[src/rtl/rhcc_pkg.sv]
// ---------------------------------------------------------------------------
// rhcc_pkg
// Shared constants, register codes and bundle types of the RGB to HSV
// color classifier.
// ---------------------------------------------------------------------------
package rhcc_pkg;

    // Channel and field widths
    localparam int SAMPLE_BITS = 10;
    localparam int GAIN_W      = 12;
    localparam int FRAC_W      = 8;
    localparam int HUE_W       = 9;
    localparam int SAT_W       = 8;
    localparam int SAT_AVG_W   = 8;
    localparam int VAL_AVG_W   = 10;
    localparam int SAT_THR_W   = SAT_AVG_W + GAIN_W;
    localparam int VAL_THR_W   = VAL_AVG_W + GAIN_W;

    // Divider sizing: both quotients fit in eight bits, two bits per cycle
    localparam int QUOT_W      = 8;
    localparam int DIV_STEPS   = QUOT_W / 2;
    localparam int CNT_W       = $clog2(DIV_STEPS);
    localparam int HUE_NUM_W   = SAMPLE_BITS + 6;
    localparam int SAT_NUM_W   = SAMPLE_BITS + 8;
    localparam int DIV_W       = SAMPLE_BITS + QUOT_W;

    // Queue between front and back
    localparam int QUEUE_DEPTH = 2;
    localparam int QPTR_W      = $clog2(QUEUE_DEPTH);

    // Configuration port
    localparam int CFG_IDX_W   = 3;
    localparam int CFG_DATA_W  = 12;

    typedef enum logic [CFG_IDX_W-1:0] {
        REG_GAIN_RED,
        REG_GAIN_GREEN,
        REG_GAIN_BLUE,
        REG_SAT_AVG,
        REG_VAL_AVG,
        REG_MARKER_SAT_FACTOR,
        REG_BRIGHT_FACTOR,
        REG_DARK_FACTOR
    } cfg_reg_t;

    // Register reset values
    localparam logic [GAIN_W-1:0]    GAIN_RESET        = GAIN_W'(256);
    localparam logic [SAT_AVG_W-1:0] SAT_AVG_RESET     = '0;
    localparam logic [VAL_AVG_W-1:0] VAL_AVG_RESET     = '0;
    localparam logic [GAIN_W-1:0]    MARKER_SAT_RESET  = GAIN_W'(256);
    localparam logic [GAIN_W-1:0]    BRIGHT_RESET      = GAIN_W'(256);
    localparam logic [GAIN_W-1:0]    DARK_RESET        = GAIN_W'(128);

    // Hue and saturation scaling
    localparam logic [HUE_NUM_W-1:0] HUE_SCALE      = HUE_NUM_W'(60);
    localparam logic [SAT_NUM_W-1:0] SAT_SCALE      = SAT_NUM_W'(255);
    localparam logic [HUE_W-1:0]     HUE_BASE_RED   = HUE_W'(0);
    localparam logic [HUE_W-1:0]     HUE_BASE_GREEN = HUE_W'(120);
    localparam logic [HUE_W-1:0]     HUE_BASE_BLUE  = HUE_W'(240);
    localparam logic [HUE_W:0]       HUE_WRAP       = (HUE_W + 1)'(360);

    // Live configuration, with the flag thresholds already multiplied out
    typedef struct packed {
        logic [GAIN_W-1:0]    gain_red;
        logic [GAIN_W-1:0]    gain_green;
        logic [GAIN_W-1:0]    gain_blue;
        logic [SAT_THR_W-1:0] sat_thr;
        logic [VAL_THR_W-1:0] bright_thr;
        logic [VAL_THR_W-1:0] dark_thr;
    } cfg_t;

    // One classified sample waiting for its divisions
    typedef struct packed {
        logic [HUE_NUM_W-1:0]   hue_num;
        logic [SAMPLE_BITS-1:0] hue_den;
        logic                   hue_neg;
        logic [HUE_W-1:0]       hue_base;
        logic [SAT_NUM_W-1:0]   sat_num;
        logic [SAMPLE_BITS-1:0] sat_den;
        logic [SAMPLE_BITS-1:0] value;
        logic                   bright;
        logic                   dark_ok;
    } work_t;

endpackage

[src/rtl/rhcc_if.sv]
// ---------------------------------------------------------------------------
// rhcc_if
// Valid/ready channel interfaces of the color classifier: sample input,
// result output and configuration write.
// ---------------------------------------------------------------------------
interface rhcc_sample_if;
    logic                                 valid;
    logic                                 ready;
    logic [rhcc_pkg::SAMPLE_BITS-1:0]     raw_red;
    logic [rhcc_pkg::SAMPLE_BITS-1:0]     raw_green;
    logic [rhcc_pkg::SAMPLE_BITS-1:0]     raw_blue;

    modport source (output valid, output raw_red, output raw_green, output raw_blue,
                    input ready);
    modport sink   (input valid, input raw_red, input raw_green, input raw_blue,
                    output ready);
endinterface

interface rhcc_result_if;
    logic                                 valid;
    logic                                 ready;
    logic [rhcc_pkg::HUE_W-1:0]           hue;
    logic [rhcc_pkg::SAT_W-1:0]           saturation;
    logic [rhcc_pkg::SAMPLE_BITS-1:0]     brightness;
    logic                                 marker_seen;
    logic                                 brighter;

    modport source (output valid, output hue, output saturation, output brightness,
                    output marker_seen, output brighter, input ready);
    modport sink   (input valid, input hue, input saturation, input brightness,
                    input marker_seen, input brighter, output ready);
endinterface

interface rhcc_cfg_if;
    logic                                 valid;
    logic                                 ready;
    logic [rhcc_pkg::CFG_IDX_W-1:0]       index;
    logic [rhcc_pkg::CFG_DATA_W-1:0]      data;

    modport source (output valid, output index, output data, input ready);
    modport sink   (input valid, input index, input data, output ready);
endinterface

[src/rtl/rhcc_front.sv]
// ---------------------------------------------------------------------------
// rhcc_front
// Takes a raw sample, applies the channel gains, then finds max and min and
// prepares the hue and saturation divisions and the brightness flags.
// ---------------------------------------------------------------------------
module rhcc_front (
    input  logic                clk,
    input  logic                rst_n,
    input  rhcc_pkg::cfg_t      cfg,
    rhcc_sample_if.sink         sample,
    output logic                push_valid,
    input  logic                push_ready,
    output rhcc_pkg::work_t     push_data
);

    localparam int SB = rhcc_pkg::SAMPLE_BITS;

    // Multiply by a 4.8 gain, drop the fraction and clamp to the channel range
    function automatic logic [SB-1:0] scale_chan(input logic [SB-1:0] raw,
                                                 input logic [rhcc_pkg::GAIN_W-1:0] gain);
        logic [SB+rhcc_pkg::GAIN_W-1:0] prod;
        prod = {{rhcc_pkg::GAIN_W{1'b0}}, raw} * {{SB{1'b0}}, gain};
        if (|prod[SB+rhcc_pkg::GAIN_W-1:SB+rhcc_pkg::FRAC_W])
            return '1;
        else
            return prod[SB+rhcc_pkg::FRAC_W-1:rhcc_pkg::FRAC_W];
    endfunction

    logic          valid_reg, valid_next;
    logic [SB-1:0] red_reg, green_reg, blue_reg;
    logic [SB-1:0] red_next, green_next, blue_next;

    logic [SB-1:0] mx, mn, dlt, mag, diff_a, diff_b;
    logic signed [SB:0] diff;
    logic          blue_max, green_max, grey;
    logic [rhcc_pkg::HUE_W-1:0] base;
    logic [rhcc_pkg::VAL_THR_W-1:0] val_sh;

    // Hold the scaled sample until the queue takes it
    assign sample.ready = !valid_reg || push_ready;
    assign push_valid   = valid_reg;

    always_comb
    begin
        valid_next = valid_reg;
        red_next   = red_reg;
        green_next = green_reg;
        blue_next  = blue_reg;
        if (sample.ready)
            valid_next = sample.valid;
        if (sample.valid && sample.ready)
        begin
            red_next   = scale_chan(sample.raw_red,   cfg.gain_red);
            green_next = scale_chan(sample.raw_green, cfg.gain_green);
            blue_next  = scale_chan(sample.raw_blue,  cfg.gain_blue);
        end
    end

    always_ff @(posedge clk or negedge rst_n)
    begin
        if (!rst_n)
            valid_reg <= 1'b0;
        else
            valid_reg <= valid_next;
    end

    always_ff @(posedge clk)
    begin
        red_reg   <= red_next;
        green_reg <= green_next;
        blue_reg  <= blue_next;
    end

    // Find max and min; blue wins ties over green, green over red
    always_comb
    begin
        mx = red_reg;
        if (green_reg > mx) mx = green_reg;
        if (blue_reg > mx)  mx = blue_reg;
        mn = red_reg;
        if (green_reg < mn) mn = green_reg;
        if (blue_reg < mn)  mn = blue_reg;
        dlt       = mx - mn;
        grey      = (dlt == '0);
        blue_max  = (blue_reg == mx);
        green_max = !blue_max && (green_reg == mx);
    end

    // Pick the hue sector and its signed channel difference
    always_comb
    begin
        if (blue_max)
        begin
            diff_a = red_reg;
            diff_b = green_reg;
            base   = rhcc_pkg::HUE_BASE_BLUE;
        end
        else if (green_max)
        begin
            diff_a = blue_reg;
            diff_b = red_reg;
            base   = rhcc_pkg::HUE_BASE_GREEN;
        end
        else
        begin
            diff_a = green_reg;
            diff_b = blue_reg;
            base   = rhcc_pkg::HUE_BASE_RED;
        end
        diff = $signed({1'b0, diff_a}) - $signed({1'b0, diff_b});
        mag  = diff[SB] ? SB'(-diff) : diff[SB-1:0];
    end

    // Build the division operands; grey and black force a zero quotient
    always_comb
    begin
        val_sh = rhcc_pkg::VAL_THR_W'({mx, {rhcc_pkg::FRAC_W{1'b0}}});

        push_data.hue_num  = grey ? '0 : rhcc_pkg::HUE_NUM_W'(mag) * rhcc_pkg::HUE_SCALE;
        push_data.hue_den  = grey ? SB'(1) : dlt;
        push_data.hue_neg  = diff[SB];
        push_data.hue_base = grey ? rhcc_pkg::HUE_BASE_RED : base;
        push_data.sat_num  = rhcc_pkg::SAT_NUM_W'(dlt) * rhcc_pkg::SAT_SCALE;
        push_data.sat_den  = (mx == '0) ? SB'(1) : mx;
        push_data.value    = mx;
        push_data.bright   = val_sh > cfg.bright_thr;
        push_data.dark_ok  = val_sh > cfg.dark_thr;
    end

endmodule

[src/rtl/rhcc_queue.sv]
// ---------------------------------------------------------------------------
// rhcc_queue
// Small FIFO between the classifying front and the dividing back, so that
// each side stalls on its own.
// ---------------------------------------------------------------------------
module rhcc_queue (
    input  logic                clk,
    input  logic                rst_n,
    input  logic                push_valid,
    output logic                push_ready,
    input  rhcc_pkg::work_t     push_data,
    output logic                pop_valid,
    input  logic                pop_ready,
    output rhcc_pkg::work_t     pop_data
);

    localparam int PW = rhcc_pkg::QPTR_W;

    rhcc_pkg::work_t entry_reg [rhcc_pkg::QUEUE_DEPTH];
    logic [PW-1:0]   wr_ptr_reg, wr_ptr_next;
    logic [PW-1:0]   rd_ptr_reg, rd_ptr_next;
    logic [PW:0]     count_reg, count_next;
    logic            push, pop;

    assign push_ready = (count_reg != (PW + 1)'(rhcc_pkg::QUEUE_DEPTH));
    assign pop_valid  = (count_reg != '0);
    assign pop_data   = entry_reg[rd_ptr_reg];
    assign push       = push_valid && push_ready;
    assign pop        = pop_valid && pop_ready;

    // Advance pointers with wrap and track the fill level
    always_comb
    begin
        wr_ptr_next = wr_ptr_reg;
        rd_ptr_next = rd_ptr_reg;
        count_next  = count_reg;
        if (push)
            wr_ptr_next = (wr_ptr_reg == PW'(rhcc_pkg::QUEUE_DEPTH - 1)) ? '0
                                                                         : wr_ptr_reg + 1'b1;
        if (pop)
            rd_ptr_next = (rd_ptr_reg == PW'(rhcc_pkg::QUEUE_DEPTH - 1)) ? '0
                                                                         : rd_ptr_reg + 1'b1;
        if (push && !pop)
            count_next = count_reg + 1'b1;
        else if (pop && !push)
            count_next = count_reg - 1'b1;
    end

    always_ff @(posedge clk or negedge rst_n)
    begin
        if (!rst_n)
        begin
            wr_ptr_reg <= '0;
            rd_ptr_reg <= '0;
            count_reg  <= '0;
        end
        else
        begin
            wr_ptr_reg <= wr_ptr_next;
            rd_ptr_reg <= rd_ptr_next;
            count_reg  <= count_next;
        end
    end

    // Store the entry on push
    always_ff @(posedge clk)
    begin
        if (push)
            entry_reg[wr_ptr_reg] <= push_data;
    end

endmodule

[src/rtl/rhcc_back.sv]
// ---------------------------------------------------------------------------
// rhcc_back
// Runs the hue and saturation divisions side by side, two quotient bits per
// cycle, then forms the final hue, the marker flag and the result register.
// ---------------------------------------------------------------------------
module rhcc_back (
    input  logic                clk,
    input  logic                rst_n,
    input  rhcc_pkg::cfg_t      cfg,
    input  logic                pop_valid,
    output logic                pop_ready,
    input  rhcc_pkg::work_t     pop_data,
    rhcc_result_if.source       result
);

    localparam int SB = rhcc_pkg::SAMPLE_BITS;
    localparam int DW = rhcc_pkg::DIV_W;
    localparam int QW = rhcc_pkg::QUOT_W;
    localparam int HW = rhcc_pkg::HUE_W;

    typedef struct packed {
        logic [DW-1:0] rem;
        logic [DW-1:0] dsh;
        logic [QW-1:0] q;
    } div_state_t;

    // One restoring step: subtract the shifted divisor when it fits
    function automatic div_state_t div_step(input div_state_t s);
        div_state_t n;
        n = s;
        if (s.rem >= s.dsh)
        begin
            n.rem = s.rem - s.dsh;
            n.q   = {s.q[QW-2:0], 1'b1};
        end
        else
            n.q   = {s.q[QW-2:0], 1'b0};
        n.dsh = s.dsh >> 1;
        return n;
    endfunction

    logic                       busy_reg, busy_next;
    logic [rhcc_pkg::CNT_W-1:0] cnt_reg, cnt_next;
    div_state_t                 hue_div_reg, hue_div_next, hue_two;
    div_state_t                 sat_div_reg, sat_div_next, sat_two;
    logic                       hue_neg_reg, hue_neg_next;
    logic [HW-1:0]              hue_base_reg, hue_base_next;
    logic [SB-1:0]              value_reg, value_next;
    logic                       bright_reg, bright_next;
    logic                       dark_ok_reg, dark_ok_next;

    logic                       out_valid_reg, out_valid_next;
    logic [HW-1:0]              out_hue_reg, out_hue_next;
    logic [rhcc_pkg::SAT_W-1:0] out_sat_reg, out_sat_next;
    logic [SB-1:0]              out_value_reg, out_value_next;
    logic                       out_marker_reg, out_marker_next;
    logic                       out_bright_reg, out_bright_next;

    logic                       last, out_free, finish, load;
    logic [HW:0]                hue_wide;
    logic                       marker;

    assign hue_two   = div_step(div_step(hue_div_reg));
    assign sat_two   = div_step(div_step(sat_div_reg));
    assign last      = busy_reg && (cnt_reg == rhcc_pkg::CNT_W'(rhcc_pkg::DIV_STEPS - 1));
    assign out_free  = !out_valid_reg || result.ready;
    assign finish    = last && out_free;
    assign pop_ready = !busy_reg || finish;
    assign load      = pop_valid && pop_ready;

    // Apply the sign and sector base, wrap a negative hue, check saturation
    always_comb
    begin
        if (hue_neg_reg)
            hue_wide = {1'b0, hue_base_reg} - (HW + 1)'(hue_two.q);
        else
            hue_wide = {1'b0, hue_base_reg} + (HW + 1)'(hue_two.q);
        if (hue_wide[HW])
            hue_wide = hue_wide + rhcc_pkg::HUE_WRAP;
        marker = dark_ok_reg &&
                 (rhcc_pkg::SAT_THR_W'({sat_two.q, {rhcc_pkg::FRAC_W{1'b0}}}) > cfg.sat_thr);
    end

    // Advance the divisions, retire into the result register, load the next item
    always_comb
    begin
        busy_next     = busy_reg;
        cnt_next      = cnt_reg;
        hue_div_next  = hue_div_reg;
        sat_div_next  = sat_div_reg;
        hue_neg_next  = hue_neg_reg;
        hue_base_next = hue_base_reg;
        value_next    = value_reg;
        bright_next   = bright_reg;
        dark_ok_next  = dark_ok_reg;

        if (busy_reg && !last)
        begin
            hue_div_next = hue_two;
            sat_div_next = sat_two;
            cnt_next     = cnt_reg + 1'b1;
        end
        if (finish)
            busy_next = 1'b0;
        if (load)
        begin
            busy_next        = 1'b1;
            cnt_next         = '0;
            hue_div_next.rem = DW'(pop_data.hue_num);
            hue_div_next.dsh = DW'(pop_data.hue_den) << (QW - 1);
            hue_div_next.q   = '0;
            sat_div_next.rem = DW'(pop_data.sat_num);
            sat_div_next.dsh = DW'(pop_data.sat_den) << (QW - 1);
            sat_div_next.q   = '0;
            hue_neg_next     = pop_data.hue_neg;
            hue_base_next    = pop_data.hue_base;
            value_next       = pop_data.value;
            bright_next      = pop_data.bright;
            dark_ok_next     = pop_data.dark_ok;
        end
    end

    // Hold the result until the receiver takes it
    always_comb
    begin
        out_valid_next  = out_valid_reg;
        out_hue_next    = out_hue_reg;
        out_sat_next    = out_sat_reg;
        out_value_next  = out_value_reg;
        out_marker_next = out_marker_reg;
        out_bright_next = out_bright_reg;
        if (result.ready)
            out_valid_next = 1'b0;
        if (finish)
        begin
            out_valid_next  = 1'b1;
            out_hue_next    = hue_wide[HW-1:0];
            out_sat_next    = sat_two.q;
            out_value_next  = value_reg;
            out_marker_next = marker;
            out_bright_next = bright_reg;
        end
    end

    always_ff @(posedge clk or negedge rst_n)
    begin
        if (!rst_n)
        begin
            busy_reg      <= 1'b0;
            cnt_reg       <= '0;
            out_valid_reg <= 1'b0;
        end
        else
        begin
            busy_reg      <= busy_next;
            cnt_reg       <= cnt_next;
            out_valid_reg <= out_valid_next;
        end
    end

    always_ff @(posedge clk)
    begin
        hue_div_reg    <= hue_div_next;
        sat_div_reg    <= sat_div_next;
        hue_neg_reg    <= hue_neg_next;
        hue_base_reg   <= hue_base_next;
        value_reg      <= value_next;
        bright_reg     <= bright_next;
        dark_ok_reg    <= dark_ok_next;
        out_hue_reg    <= out_hue_next;
        out_sat_reg    <= out_sat_next;
        out_value_reg  <= out_value_next;
        out_marker_reg <= out_marker_next;
        out_bright_reg <= out_bright_next;
    end

    assign result.valid       = out_valid_reg;
    assign result.hue         = out_hue_reg;
    assign result.saturation  = out_sat_reg;
    assign result.brightness  = out_value_reg;
    assign result.marker_seen = out_marker_reg;
    assign result.brighter    = out_bright_reg;

endmodule

[src/rtl/rgb_to_hsv_color_classifier_unit.sv]
// ---------------------------------------------------------------------------
// rgb_to_hsv_color_classifier_unit
// Gain-corrects RGB sensor samples and converts them to hue, saturation
// and value, with a marker flag and a brighter-than-average flag.
// ---------------------------------------------------------------------------
// Usage:
//   sample : valid/ready input, one raw RGB reading per transfer.
//   result : valid/ready output, one hue/saturation/brightness result and
//            two flags per sample, in input order.
//   cfg    : valid/ready register write port, always ready; index selects
//            gain_red, gain_green, gain_blue, saturation_average,
//            value_average, marker_sat_factor, bright_factor, dark_factor.
//            Write only while no sample is in flight.
// Divider: the single divider pair in the back end retires two quotient
//   bits per cycle for 8-bit quotients, the last two once the result
//   register is free; a new sample loads only as the last one retires.
//   The front end and a 2-entry queue absorb short bursts.
// Reset: registers return to unity gains, zero averages, marker and bright
//   factors of 1.0, dark factor of 0.5; the pipeline empties.
// Stall: a stalled receiver holds the result register; the back end waits,
//   the queue fills and sample.ready falls once front and queue are full.
// ---------------------------------------------------------------------------
module rgb_to_hsv_color_classifier_unit (
    input  logic           clk,
    input  logic           rst_n,
    rhcc_sample_if.sink    sample,
    rhcc_result_if.source  result,
    rhcc_cfg_if.sink       cfg
);

    logic [rhcc_pkg::GAIN_W-1:0]    gain_red_reg, gain_green_reg, gain_blue_reg;
    logic [rhcc_pkg::SAT_AVG_W-1:0] sat_avg_reg;
    logic [rhcc_pkg::VAL_AVG_W-1:0] val_avg_reg;
    logic [rhcc_pkg::GAIN_W-1:0]    marker_sat_reg, bright_reg, dark_reg;
    logic [rhcc_pkg::SAT_THR_W-1:0] sat_thr_reg;
    logic [rhcc_pkg::VAL_THR_W-1:0] bright_thr_reg, dark_thr_reg;

    rhcc_pkg::cfg_t  cfg_bus;
    logic            push_valid, push_ready, pop_valid, pop_ready;
    rhcc_pkg::work_t push_data, pop_data;

    assign cfg.ready = 1'b1;

    // Write configuration registers
    always_ff @(posedge clk or negedge rst_n)
    begin
        if (!rst_n)
        begin
            gain_red_reg   <= rhcc_pkg::GAIN_RESET;
            gain_green_reg <= rhcc_pkg::GAIN_RESET;
            gain_blue_reg  <= rhcc_pkg::GAIN_RESET;
            sat_avg_reg    <= rhcc_pkg::SAT_AVG_RESET;
            val_avg_reg    <= rhcc_pkg::VAL_AVG_RESET;
            marker_sat_reg <= rhcc_pkg::MARKER_SAT_RESET;
            bright_reg     <= rhcc_pkg::BRIGHT_RESET;
            dark_reg       <= rhcc_pkg::DARK_RESET;
        end
        else if (cfg.valid)
        begin
            case (rhcc_pkg::cfg_reg_t'(cfg.index))
                rhcc_pkg::REG_GAIN_RED:          gain_red_reg   <= cfg.data;
                rhcc_pkg::REG_GAIN_GREEN:        gain_green_reg <= cfg.data;
                rhcc_pkg::REG_GAIN_BLUE:         gain_blue_reg  <= cfg.data;
                rhcc_pkg::REG_SAT_AVG:
                    sat_avg_reg <= cfg.data[rhcc_pkg::SAT_AVG_W-1:0];
                rhcc_pkg::REG_VAL_AVG:
                    val_avg_reg <= cfg.data[rhcc_pkg::VAL_AVG_W-1:0];
                rhcc_pkg::REG_MARKER_SAT_FACTOR: marker_sat_reg <= cfg.data;
                rhcc_pkg::REG_BRIGHT_FACTOR:     bright_reg     <= cfg.data;
                rhcc_pkg::REG_DARK_FACTOR:       dark_reg       <= cfg.data;
                default:                         ;
            endcase
        end
    end

    // Precompute the flag thresholds; averages reset to zero, so do these
    always_ff @(posedge clk or negedge rst_n)
    begin
        if (!rst_n)
        begin
            sat_thr_reg    <= '0;
            bright_thr_reg <= '0;
            dark_thr_reg   <= '0;
        end
        else
        begin
            sat_thr_reg    <= {{rhcc_pkg::GAIN_W{1'b0}}, sat_avg_reg} *
                              {{rhcc_pkg::SAT_AVG_W{1'b0}}, marker_sat_reg};
            bright_thr_reg <= {{rhcc_pkg::GAIN_W{1'b0}}, val_avg_reg} *
                              {{rhcc_pkg::VAL_AVG_W{1'b0}}, bright_reg};
            dark_thr_reg   <= {{rhcc_pkg::GAIN_W{1'b0}}, val_avg_reg} *
                              {{rhcc_pkg::VAL_AVG_W{1'b0}}, dark_reg};
        end
    end

    always_comb
    begin
        cfg_bus.gain_red   = gain_red_reg;
        cfg_bus.gain_green = gain_green_reg;
        cfg_bus.gain_blue  = gain_blue_reg;
        cfg_bus.sat_thr    = sat_thr_reg;
        cfg_bus.bright_thr = bright_thr_reg;
        cfg_bus.dark_thr   = dark_thr_reg;
    end

    rhcc_front u_front (
        .clk        (clk),
        .rst_n      (rst_n),
        .cfg        (cfg_bus),
        .sample     (sample),
        .push_valid (push_valid),
        .push_ready (push_ready),
        .push_data  (push_data)
    );

    rhcc_queue u_queue (
        .clk        (clk),
        .rst_n      (rst_n),
        .push_valid (push_valid),
        .push_ready (push_ready),
        .push_data  (push_data),
        .pop_valid  (pop_valid),
        .pop_ready  (pop_ready),
        .pop_data   (pop_data)
    );

    rhcc_back u_back (
        .clk        (clk),
        .rst_n      (rst_n),
        .cfg        (cfg_bus),
        .pop_valid  (pop_valid),
        .pop_ready  (pop_ready),
        .pop_data   (pop_data),
        .result     (result)
    );

endmodule
[src/flat_wrapper.sv]
// flat-port wrapper written by rule: the top's interface ports become plain ports
module rgb_to_hsv_color_classifier_unit_flat 
  (clk, rst_n, sample_valid, sample_raw_red, sample_raw_green, sample_raw_blue, sample_ready, result_valid, result_hue, result_saturation, result_brightness, result_marker_seen, result_brighter, result_ready, cfg_valid, cfg_index, cfg_data, cfg_ready);
  rhcc_sample_if sample_i ();
  rhcc_result_if result_i ();
  rhcc_cfg_if cfg_i ();
  input  logic clk;
  input  logic rst_n;
  input wire logic [$bits(sample_i.valid)-1:0] sample_valid;
  input wire logic [$bits(sample_i.raw_red)-1:0] sample_raw_red;
  input wire logic [$bits(sample_i.raw_green)-1:0] sample_raw_green;
  input wire logic [$bits(sample_i.raw_blue)-1:0] sample_raw_blue;
  output wire logic [$bits(sample_i.ready)-1:0] sample_ready;
  output wire logic [$bits(result_i.valid)-1:0] result_valid;
  output wire logic [$bits(result_i.hue)-1:0] result_hue;
  output wire logic [$bits(result_i.saturation)-1:0] result_saturation;
  output wire logic [$bits(result_i.brightness)-1:0] result_brightness;
  output wire logic [$bits(result_i.marker_seen)-1:0] result_marker_seen;
  output wire logic [$bits(result_i.brighter)-1:0] result_brighter;
  input wire logic [$bits(result_i.ready)-1:0] result_ready;
  input wire logic [$bits(cfg_i.valid)-1:0] cfg_valid;
  input wire logic [$bits(cfg_i.index)-1:0] cfg_index;
  input wire logic [$bits(cfg_i.data)-1:0] cfg_data;
  output wire logic [$bits(cfg_i.ready)-1:0] cfg_ready;
  assign sample_i.valid = sample_valid;
  assign sample_i.raw_red = sample_raw_red;
  assign sample_i.raw_green = sample_raw_green;
  assign sample_i.raw_blue = sample_raw_blue;
  assign sample_ready = sample_i.ready;
  assign result_valid = result_i.valid;
  assign result_hue = result_i.hue;
  assign result_saturation = result_i.saturation;
  assign result_brightness = result_i.brightness;
  assign result_marker_seen = result_i.marker_seen;
  assign result_brighter = result_i.brighter;
  assign result_i.ready = result_ready;
  assign cfg_i.valid = cfg_valid;
  assign cfg_i.index = cfg_index;
  assign cfg_i.data = cfg_data;
  assign cfg_ready = cfg_i.ready;
  rgb_to_hsv_color_classifier_unit u_core (.clk(clk), .rst_n(rst_n), .sample(sample_i), .result(result_i), .cfg(cfg_i));
endmodule
[config.mk]
export PLATFORM = sky130hd
export DESIGN_NAME = rgb_to_hsv_color_classifier_unit_flat
export DESIGN_NICKNAME = d
export VERILOG_FILES = /design/src/rtl/rhcc_pkg.sv /design/src/rtl/rhcc_if.sv /design/src/rtl/rhcc_front.sv /design/src/rtl/rhcc_queue.sv /design/src/rtl/rhcc_back.sv /design/src/rtl/rgb_to_hsv_color_classifier_unit.sv /design/src/flat_wrapper.sv
export SDC_FILE = /design/constraint.sdc
export NUM_CORES = 2
export LEC_CHECK = 0
export ABC_AREA = 0
export BUFFER_PORTS_ARGS = -buffer_cell sky130_fd_sc_hd__buf_2
export CORE_ASPECT_RATIO = 2
export CORE_MARGIN = 10
export CORE_UTILIZATION = 30
export CTS_BUF_LIST = sky130_fd_sc_hd__clkbuf_4
export DETAILED_ROUTE_END_ITERATION = 6
export GPL_TIMING_DRIVEN = 0
export PLACE_DENSITY = 0.55
export REMOVE_ABC_BUFFERS = 1
export SYNTH_ARGS = -nofsm -noshare
export SYNTH_HDL_FRONTEND = slang
export SYNTH_SLANG_ARGS = --single-unit
[constraint.sdc]
create_clock -name clk -period 15 [get_ports clk]
set_clock_uncertainty 0.2 [all_clocks]
set_input_delay 0.75 -clock clk [delete_from_list [all_inputs] [get_ports clk]]
set_output_delay 0.75 -clock clk [all_outputs]
set_load 0.01 [all_outputs]
# [Yosys cells after proc, flatten, opt, wreduce, memory -nomap -nowiden]
# Memories as Yosys holds them, arrays and structs flattened.
# Cells that the tools add are included.
[totals] reg_bits=330 in_bits=50 n_memories=1 latchBits=0 out_inout_bits=32 mem_bits_rw=152 romBits=0 wordCells=166
[classes] n_bitwise=0 n_eq_ne=11 muxes=41 magnitude_cmp=11 reduce_logical=39 div=0 n_mul=8 shift=0 add_sub_neg=15
[memory_table] memory="u_core.u_queue.entry_reg" words=2 word_bits=76 rd=1 rd_clocked_by_memory_dff=0 write_ports=1 line_no="rhcc_queue.sv:19" rtl="rhcc_pkg::work_t entry_reg [rhcc_pkg::QUEUE_DEPTH];"
[ops] cell="$mux 10" count=12
[ops] cell="$mul 10x12->22" count=5
[ops] cell="$mux 44" count=2
[ops] cell="$mux 42" count=2
[ops] cell="$mux 18" count=4
[ops] cell="$gt 18x22->1" count=2
[ops] cell="$ge 18x16->1" count=2
[ops] cell="$ge 18x17->1" count=2
[ops] cell="$sub 18x16->18" count=2
[ops] cell="$sub 18x17->18" count=2
[ops] cell="$eq 10x10->1" count=2
[ops] cell="$gt 10x10->1" count=2
[ops] cell="$gt 16x20->1" count=1
[ops] cell="$logic_not 10->1" count=2
[ops] cell="$lt 10x10->1" count=2
[ops] cell="$mul 8x12->20" count=1
[ops] cell="$mul 10x8->18 const B" count=1
[ops] cell="$mux 9" count=2
[ops] cell="$mux 16" count=1
[ops] cell="$reduce_and 2->1" count=8
[ops] cell="$mul 10x4->14 const B" count=1
[ops] cell="$eq 3x3->1 const B" count=4
[ops] cell="$mux 1" count=12
[ops] cell="$reduce_or 4->1" count=3
[ops] cell="other kinds (21)" count=48

# [Depth between registers and ports, before layout]
[logic_depth] ltp_word=14 depth_mapped=52 depth_no_buf=51

# [Hierarchy]
# From an unflattened synthesis, not the netlist that was laid out.
[hier_totals] hier_cells=5075 hier_area_um2=50536.0
[by_module_without_submodules] module="rhcc_front" area_each_um2=18586.6 seq_area_each_um2=925.9 cells_per_inst=2137 instances=1
[by_module_without_submodules] module="rgb_to_hsv_color_classifier_unit" area_each_um2=16180.5 seq_area_each_um2=3861.2 cells_per_inst=1617 instances=1
[by_module_without_submodules] module="rhcc_back" area_each_um2=9954.5 seq_area_each_um2=3813.7 cells_per_inst=1066 instances=1
[by_module_without_submodules] module="rhcc_queue" area_each_um2=5814.3 seq_area_each_um2=4664.5 cells_per_inst=255 instances=1

# [Worst setup path before layout]
# No wires, ideal clock.
[synth_path] kind="register to register" start="register u_core.u_front.red_reg[3]" end="memory u_core.u_queue.entry_reg[0][38] in the netlist's numbering, data pin" period_less_slack_ns=10.720 slack_ns=4.280 arrival_ns=10.299 stages_incl_launch_ff=43 setup_time_ns=0.221 path_buffers=3 t_required_ns=14.579 cell_sequence="edfxtp_1 inv_1 ha_1 a21o_1 a21o_1 a21o_1 a221o_1 a21oi_1 a21o_1 buf_2 mux2i_1 ha_1 nand4_1 nor2_1 o21ai_0 nand2_1 nor3_1 a31oi_1 [... 7 more ...] a21o_1 a21oi_1 o21bai_1 a21oi_1 o21bai_1 a21oi_1 xor2_1 fa_1 fa_1 fa_1 inv_1 fa_1 ha_1 inv_1 o21ai_0 a2111oi_0 or3_1 o311ai_0"
[synth_lines] item="from (decl)" line_no="rhcc_front.sv:30" rtl="logic [SB-1:0] red_reg, green_reg, blue_reg;"
[synth_lines] item="from (signal assigned)" line_no="rhcc_front.sv:69" rtl="red_reg <= red_next;"
[synth_lines] item="to (decl)" line_no="rhcc_queue.sv:19"

==> metrics <==
asr flop ratio synth 0.357; Post-Syn Area 47800 um2; starting density of the core 0.301; # port buffers 80; DIE WIDTH 302 um; CP startpoint u_core.u_front.red_reg[3]; Netlist cell types 81; wire length per cell 17.6 um; CP Launch Type register; vias 33767; final RePlAce weighted congestion 0.841; # H-tree levels 3; dominant synthesized flop cell edfxtp_1; Die Y 585 um; routed wire length 123 mm; CTS Sinks 456; # rows 207; remaining routing DRC violations 0; first-pass GRT wire length 196 mm; max reg flops 136; max_cap viols 0; r2r setup slk 1520 ps; HPWL after DPL 98.6 mm; Max clock buf depth 3; crit path kind reg -> reg; worst r2r path cells 37; CP endpoint kind register; initial drt markers 1199; # fillers 16287; Avg Inst Size Synth 9.97 um2; Critical Path Slowest Stage Cell mux2i_1; r2r endpoint u_core.u_queue.entry_reg[1][38]; worst-margin pin slew 1430 ps; Yosys warnings 0; worst slack, placed 1470 ps; crit path time final 13480 ps; Seq/Total Area, Yosys 0.264; I/O Pins 82; final worst slack 1520 ps; status completed; # setup viols final 0; Period Utilization, post-route 0.899; relative slew slack 0.0218; Final nets 5908; CTS Buf Count 107; clk_lat worst skew 990 ps; Hold Path Class in -> async; Post-synth EDFFs 265; Crit path top cell by count a21o_1; critical path's largest stage delay 1150 ps; final hold vios 0; Worst Path Max Fanout 21; Layout area overhead 9.26%; Post-CTS Setup Bufs 0; drt via density 4.82; drt first pass iters 5; Worst EP arrival 13930 ps; commonest non-fill, non-tap cell in the layout inv_1; post-CTS sizing 0; worst endpoint required time 15450 ps; RSZ-0062 raised after global routing false; die area 177000 um2; vias in the first global route 36876; share of cells above drive strength 1 0.0909; register area 12600 um2; final core occ 0.329; Antenna Violating Nets Remaining 0; GR Overflow Total 0; Slew Viols, Final 0; Cells after Synth 4796; R2R Path Start u_core.u_front.red_reg[3]; initial antenna violation count 4; CTS tree yes; Clock transition at path regs 80 ps; most frequent cells in the layout inv_1, ha_1, fa_1; #FFs+latches synth 456; core area 159000 um2; fmax 0.0742 GHz; area occupied by multi-input gates 32000 um2; Tot GR Track Use 0.141; CTS root buf clkbuf_4; largest net degree at the start of global routing 85
==> final cells by class <==
type / instances / share of cell area
clock inverter: 60 / 0.00898
antenna: 4 / 0.000192
multi-input combinational: 3447 / 0.612
timing repair buffer: 108 / 0.0169
sequential: 456 / 0.241
clock buffer: 141 / 0.0203
tap: 2090 / 0.0501
inverter: 696 / 0.0500
==> Yosys cell counts (43+ instances only) <==
library cell | instances | area, um2
clkbuf_1 | 184 | 691
nor2b_1 | 43 | 269
xor2_1 | 76 | 666
xnor2_1 | 154 | 1350
a21o_1 | 50 | 375
nand3_1 | 64 | 320
fa_1 | 507 | 10100
edfxtp_1 | 265 | 7960
nor2_1 | 187 | 702
nand2_1 | 503 | 1890
and2_1 | 321 | 2010
nor3_1 | 62 | 310
mux2i_1 | 142 | 1420
mux2_2 | 115 | 1290
dfrtp_1 | 157 | 3930
a21oi_1 | 187 | 936
inv_1 | 694 | 2610
ha_1 | 535 | 6690
o22ai_1 | 51 | 319
o21ai_0 | 117 | 586
==> worst max-delay path, delay by kind of cell, from the launching register on <==
family | cells | cell delay (ps)
AND/OR/NAND/NOR | 5 | 960
buffers and inverters | 4 | 540
adder cells (fa/ha/maj) | 8 | 3440
XOR/XNOR | 1 | 920
flip-flops | 1 | 510
multiplexers | 2 | 1830
AO/OA/AOI/OAI | 17 | 4730
==> cell families after synthesis <==
kind of cell / after synthesis / share of synthesized area
xor+xnor: 230 / 0.0421
fa+ha+maj: 1042 / 0.352
compound gates: 597 / 0.0794
simple gates: 1319 / 0.135
other cells: 1 / 0.0000784
mux: 258 / 0.0571
flops: 456 / 0.264
buf+inv: 893 / 0.0703
==> metal layers <==
layer  share of wire  vias to the layer above  global-route usage
li1                -                    15926                   -
met5         0.00011                        -                   0
met3           0.025                      277              0.0138
met4           0.056                        2              0.0770
met2            0.59                      570               0.293
met1            0.33                    16992               0.127
==> what timing repair did <==
item | in CTS | in global routing
hold buffers | 3 | 0
endpoints found under the setup margin | 0 | 0
endpoints found under the hold margin | 81 | 0
==> per-stage QoR <==
step                hold WS [ps]  cell area (um2)  cells  setup TNS, ps
floorplan                    200            47100   4599              0
global route                83.3            52200   7001              0
finish                       153            52200   7002              0
detailed placement           205            50700   6793              0
CTS                         48.1            52200   6997              0
global placement             212            50100   6769         -19430
==> worst max path at each step <==
stage,cells past startpoint,slack [ps],to
finish,37,1520,u_core.u_queue.entry_reg[1][38]
global route,37,850,u_core.u_queue.entry_reg[0][38]
global placement,51,-1610,u_core.u_queue.entry_reg[1][75]
floorplan,51,1400,u_core.u_queue.entry_reg[0][75]
CTS,37,1450,u_core.u_queue.entry_reg[0][38]
detailed placement,37,1470,u_core.u_queue.entry_reg[0][38]
Power is left out: the tool's default activity adds up to more than one toggle a clock period on the data nets, which glitch-free logic cannot reach.
